$ cat src/rtl/core/ftpm_pkg.sv
// Shared types and constants for the flow table packet matcher.
`default_nettype none
package ftpm_pkg;
  localparam int FlowEntries = 128;
  localparam int IdxW = $clog2(FlowEntries);
  localparam int CntW = $clog2(FlowEntries + 1);
  localparam logic [31:0] WildcardAddr = 32'h0000_0000;
  localparam logic [31:0] LoopbackAddr = 32'h7F00_0001;

  localparam logic [1:0] ModePeer  = 2'd0;
  localparam logic [1:0] ModeLocal = 2'd1;
  localparam logic [1:0] ModeQuery = 2'd2;

  localparam logic [1:0] MatchFlow = 2'd0;
  localparam logic [1:0] MatchPeer = 2'd1;

  typedef struct packed {
    logic [22:0] proc;
    logic [19:0] desc;
    logic [31:0] peer_addr;
    logic        peer_known;
    logic [15:0] remote_port;
    logic [31:0] local_addr;
    logic        local_known;
    logic [15:0] local_port;
  } slot_t;

  // Controller to datapath commands.
  typedef struct packed {
    logic            load;       // capture the input word
    logic            rd_en;      // issue a table read
    logic [IdxW-1:0] rd_idx;
    logic            eval;       // evaluate the registered read data
    logic            alloc;      // allocate a new slot
    logic            write;      // write back the updated slot
    logic            finish;     // form the result word
  } ctl_cmd_t;

  // Datapath to controller status.
  typedef struct packed {
    logic            key_hit;
    logic            qry_hit;
    logic            ids_ok;
    logic            is_query;
    logic            is_rec;
    logic            peer_drop;
    logic [CntW-1:0] used;
  } dp_stat_t;

  function automatic logic end_match(input logic [31:0] addr, input logic [15:0] port,
                                     input logic known, input logic [31:0] faddr,
                                     input logic [15:0] fport);
    logic r;
    r = 1'b1;
    if (!known && fport == 16'd0) r = 1'b0;
    if (known && addr != faddr) r = 1'b0;
    if (fport != 16'd0 && port != fport) r = 1'b0;
    return r;
  endfunction
endpackage
`default_nettype wire

$ cat src/rtl/core/ftpm_ctrl.sv
// Controller: sequences the table scan, allocation, write back and output.
`default_nettype none
module ftpm_ctrl import ftpm_pkg::*; (
  input  wire logic clk,
  input  wire logic rst,
  input  wire logic in_valid,
  output logic      in_stall,
  output logic      out_valid,
  input  wire logic out_stall,
  input  wire dp_stat_t stat,
  output ctl_cmd_t  cmd
);
  typedef enum logic [5:0] {
    S_IDLE  = 6'b000001,
    S_CHECK = 6'b000010,
    S_SCAN  = 6'b000100,
    S_DECIDE= 6'b001000,
    S_WRITE = 6'b010000,
    S_DONE  = 6'b100000
  } state_t;

  state_t          state, state_next;
  logic [CntW-1:0] issued, issued_next;   // reads issued
  logic            pend, pend_next;       // read data in flight
  logic            ovalid;
  logic            scan_hit;
  logic            write_do, write_do_next;

  assign scan_hit = stat.is_query ? stat.qry_hit : stat.key_hit;
  assign in_stall = !(state == S_IDLE) || (ovalid && out_stall);
  assign out_valid = ovalid;

  always_comb begin
    state_next    = state;
    issued_next   = issued;
    pend_next     = 1'b0;
    write_do_next = write_do;
    cmd           = '0;
    cmd.rd_idx    = issued[IdxW-1:0];
    case (state)
      S_IDLE: begin
        if (in_valid && !in_stall) begin
          cmd.load   = 1'b1;
          state_next = S_CHECK;
        end
      end
      S_CHECK: begin
        issued_next   = '0;
        write_do_next = 1'b0;
        if (stat.is_query || (stat.is_rec && stat.ids_ok && !stat.peer_drop))
          state_next = S_SCAN;
        else
          state_next = S_DONE;
        if (stat.is_query && !(stat.used != '0)) state_next = S_DONE;
      end
      S_SCAN: begin
        // one slot read issued per cycle; evaluate the previous one
        cmd.eval = pend;
        if (!scan_hit && !(pend && 1'b0) && issued < stat.used) begin
          cmd.rd_en   = 1'b1;
          issued_next = issued + 1'b1;
          pend_next   = 1'b1;
        end else if (!pend) begin
          state_next = S_DECIDE;
        end
        if (scan_hit) state_next = S_DECIDE;
      end
      S_DECIDE: begin
        if (stat.is_rec) begin
          write_do_next = 1'b1;
          cmd.alloc     = !stat.key_hit;
          state_next    = S_WRITE;
        end else begin
          state_next = S_DONE;
        end
      end
      S_WRITE: begin
        cmd.write  = 1'b1;
        cmd.finish = 1'b1;
        state_next = S_IDLE;
      end
      S_DONE: begin
        cmd.finish = 1'b1;
        state_next = S_IDLE;
      end
      default: state_next = S_IDLE;
    endcase
  end

  always_ff @(posedge clk) begin
    if (rst) begin
      state    <= S_IDLE;
      issued   <= '0;
      pend     <= 1'b0;
      ovalid   <= 1'b0;
      write_do <= 1'b0;
    end else begin
      state    <= state_next;
      issued   <= issued_next;
      pend     <= pend_next;
      write_do <= write_do_next;
      if (cmd.finish) ovalid <= 1'b1;
      else if (!out_stall) ovalid <= 1'b0;
    end
  end

  assert property (@(posedge clk) disable iff (rst) cmd.write |-> write_do)
    else $error("write back without a record decision");
  assert property (@(posedge clk) disable iff (rst) cmd.load |=> state == S_CHECK)
    else $error("loaded word not checked");
  assert property (@(posedge clk) disable iff (rst) cmd.rd_en |-> issued < stat.used)
    else $error("read beyond occupied slots");
  assert property (@(posedge clk) disable iff (rst) cmd.finish |-> !(ovalid && out_stall))
    else $error("result overwritten while stalled");
endmodule
`default_nettype wire

$ cat config.mk
export PLATFORM = sky130hd
export DESIGN_NAME = ftpm_ctrl
export DESIGN_NICKNAME = d
export VERILOG_FILES = /design/src/rtl/core/ftpm_pkg.sv /design/src/rtl/core/ftpm_ctrl.sv
export SDC_FILE = /design/constraint.sdc
export NUM_CORES = 1
export LEC_CHECK = 0
export BUFFER_PORTS_ARGS = -buffer_cell sky130_fd_sc_hd__buf_4
export CAP_MARGIN = 30
export CORE_AREA = 3 3 52 54
export DETAILED_ROUTE_END_ITERATION = 10
export DIE_AREA = 0 0 55 57
export PLACE_DENSITY_LB_ADDON = 0.3
export SLEW_MARGIN = 10
export SYNTH_ARGS = -nofsm -noshare
export SYNTH_HDL_FRONTEND = slang
export SYNTH_SLANG_ARGS = --single-unit
$ cat constraint.sdc
create_clock -name clk -period 2.4 [get_ports clk]
set_input_delay 0.12 -clock clk [delete_from_list [all_inputs] [get_ports clk]]
set_output_delay 0.12 -clock clk [all_outputs]
set_load 0.02 [all_outputs]
==> impl_results.rst <==
.. list-table::
   :header-rows: 1

   * - Metric
     - Value
   * - Run status
     - complete, no violations
   * - CTS root buf
     - clkbuf_4
   * - Tcrit/Tclk final
     - between 90% and 100%
   * - Wire length of the first global-routing pass
     - 4250 um
   * - Final min period
     - about 2.2 ns
   * - Die Wd
     - around 55 um
   * - Total Die Area
     - 3140 um^2
   * - Clk Latency, worst-skew pair
     - about 0.29 ns
   * - WL per Instance
     - around 14 um
   * - Total count of max-transition violations in the final report
     - 0
   * - Non-filler instance count after layout
     - around 190
   * - Async SR Flop Fraction
     - 0%
   * - Critical path data required time
     - 2.28 ns
   * - Top Ports
     - 33
   * - Most frequent cell after synthesis
     - dfxtp_1
   * - Number of unique standard cell types used by synthesis
     - 45
   * - Series of cell instances along the critical path
     - ha_1 -> or4_1 -> a21oi_2 -> o311ai_4 -> buf_4 -> inv_1 -> buf_4
   * - Vias
     - roughly 1.0k
   * - DRC viols
     - 0
   * - Antenna-violating nets left
     - 0
   * - Final hold violations
     - 0
   * - Site row count
     - 17
   * - Diodes inserted
     - 0
   * - Leak Pwr
     - 0.000651 uW
   * - Number of enable flip-flop cells after synthesis
     - 0
   * - Height of the die
     - 57 um
   * - CTS max path bufs
     - 2
   * - Clock transition at the registers of the reported paths
     - around 0.1 ns
   * - Buf/Inv on CP
     - 3
   * - Ranking of synthesized cells by instance count
     - dfxtp_1 (16), inv_1 (14), a21oi_1 (11)
   * - Top cell family by delay on the critical path
     - simple AND/OR/NAND/NOR gates
   * - Largest stage delay on the critical path
     - about 0.54 ns
   * - Synth area leaders
     - dfxtp_1 (29%), ha_1 (9.1%), buf_4 (5.5%)
   * - Placed Cells incl. Taps
     - 188
   * - Number of H-tree levels
     - 1
   * - Worst Skew
     - 0.00798 ns
   * - First-pass detailed-route iteration total
     - 4
   * - Vias per Instance
     - 5.41
   * - Critical Path AT
     - 2.10 ns
   * - Worst slew pin tran
     - 0.394 ns
   * - Routability-driven placement congestion ratio
     - slightly below 0.8
   * - Fill count
     - ~210
   * - Main synth FF type
     - dfxtp_1
   * - Crit-path slowest cell
     - or4_1
   * - Synth warnings
     - 0
   * - Share of final-layout standard cells stronger than drive strength 1
     - a little under a third
   * - Number of instances in the synthesized netlist
     - around 140
   * - Setup CP Type
     - reg -> out
   * - Initial core utilization
     - about half
   * - Synthesized cell area
     - 1090 um^2
   * - Overall fraction of global-route tracks in use
     - 18.1%
   * - Number of clock buffers inserted by TritonCTS
     - 3
   * - Largest net degree at the start of global routing
     - 10
   * - Unrepaired setup endpoints after global routing
     - no
   * - Crit start category
     - flop
   * - Setup Viol. Count Final
     - 0
   * - Max_slew headroom
     - about three quarters
   * - CP most frequent cell
     - buf_4
   * - Remaining Overflow, GRT
     - 0
   * - Cell taking the most area after synthesis
     - dfxtp_1
   * - Syn-to-layout area delta
     - 26.1%
   * - NumNets Final
     - 191
   * - Nature of the critical path endpoint
     - output port
   * - Placeable core area
     - approximately 2300 um^2
   * - Peak Freq
     - 451 MHz
   * - First DRT Iteration DRCs
     - 16
   * - Share of the synthesized area in the top cell type
     - between 20% and 30%
   * - Type of the most critical hold path
     - in -> reg
   * - Post-synth net total
     - ~160
   * - Final Util
     - approximately 61%
   * - CTS Sinks
     - 16
   * - Total wire length after detailed routing
     - roughly 2600 um
   * - Ratio of total power to cell area
     - approximately 430 nW/um^2
   * - Critical-path maximum fanout
     - 9
   * - Port buffer count
     - 32
   * - Max-cap check violation count
     - 0
   * - Final setup TNS
     - 0 ns
   * - Average size of a mapped cell
     - between 8 and 9 um^2
   * - Sequential-to-total area share from yosys stat
     - around 29%
   * - Clock tree from TritonCTS
     - done
   * - Worst slack after detailed placement
     - 0.212 ns
   * - Min setup slack post-route
     - between 0.15 and 0.2 ns
   * - Post-CTS Hold Buffers
     - 0
   * - Antenna violations before repair
     - 0
   * - Minimum hold slack
     - approximately 0.050 ns
   * - Register bit total from synthesis
     - 16
   * - Post-detail-place hpwl
     - 2100 um
   * - Worst ir drop on vdd
     - ~0.6 mV
   * - Via count of the first global-routing pass
     - between 900 and 1k
report_power, final:
group          internal, uW  leakage [uW]  switching (uW)
clock network          92.5     0.0000210            86.6
registers               274      0.000129            13.3
logic                  61.9      0.000501            65.9
total                   428      0.000651             166
layout make-up:
| type | count | area (um^2) | area share, % |
|---|---|---|---|
| inverter | 14 | 52.6 | 3.81 |
| tap | 28 | 35.0 | 2.54 |
| multi-input combinational | 94 | 666 | 48.2 |
| sequential | 16 | 320 | 23.2 |
| timing repair buffer | 36 | 270 | 19.6 |
| clock buffer | 4 | 36.3 | 2.63 |
state kept, by name, indices dropped and copies added (netlist names):
register / cells
out_valid: 1
pend: 1
state: 6
issued: 8
what timing repair did:
action	4_1_cts	5_1_grt
buffers inserted	0	0
gates resized for setup	0	2
setup endpoints to repair	0	1
cell families after synthesis:
logic type | synth area share [%]
AND/OR/NAND/NOR | 29.4
AO/OA/AOI/OAI | 15.9
buffers and inverters | 11.9
flip-flops | 29.3
adder cells (fa/ha/maj) | 9.14
multiplexers | 2.86
XOR/XNOR | 1.60
layout by cell type, fill, tap and decap left out, types with 2 or more instances in the layout:
cell | synthesis | layout
buf_4 | 8 | 36
dfxtp_1 | 16 | 16
inv_1 | 14 | 14
a21oi_1 | 11 | 10
nand2_1 | 9 | 9
nand3_1 | 9 | 9
ha_1 | 8 | 8
nor2_1 | 6 | 6
or2_2 | 3 | 3
or4_1 | 3 | 3
nand2b_1 | 3 | 3
nor4_1 | 3 | 3
or3_1 | 3 | 3
o21ai_0 | 3 | 3
clkbuf_4 | 0 | 3
nor3_1 | 2 | 2
mux2i_1 | 2 | 2
and4_1 | 2 | 2
a31oi_1 | 2 | 2
a21boi_0 | 2 | 2
metal layers:
layer  part of all wire (%)  GRT usage, %  wire [um]
met5                      0             0          0
met4                    1.1          4.51         29
met2                     50          30.1       1300
met3                    5.9          5.74        154
met1                     43          22.1       1130
worst paths after layout:
| path | start | end | slack (ns) | cells past startpoint |
|---|---|---|---|---|
| worst max register to register | issued[1]$_SDFFE_PP0P_ | issued[3]$_SDFFE_PP0P_ | 0.23 | 7 |
| worst min register to register | out_valid$_SDFFE_PP0P_ | out_valid$_SDFFE_PP0P_ | 0.54 | 2 |
| worst max-delay path | issued[1]$_SDFFE_PP0P_ | cmd[11] | 0.18 | 7 |
| worst min-delay path | rst | issued[2]$_SDFFE_PP0P_ | 0.05 | 2 |
through the flow:
step,instance area (um^2),power [uW]
after floorplan,1090,364
after global placement,1330,414
after detailed placement,1330,419
after CTS,1370,597
after global routing,1380,626
final,1380,594
Note: power is estimated with default switching activity, not from simulation.
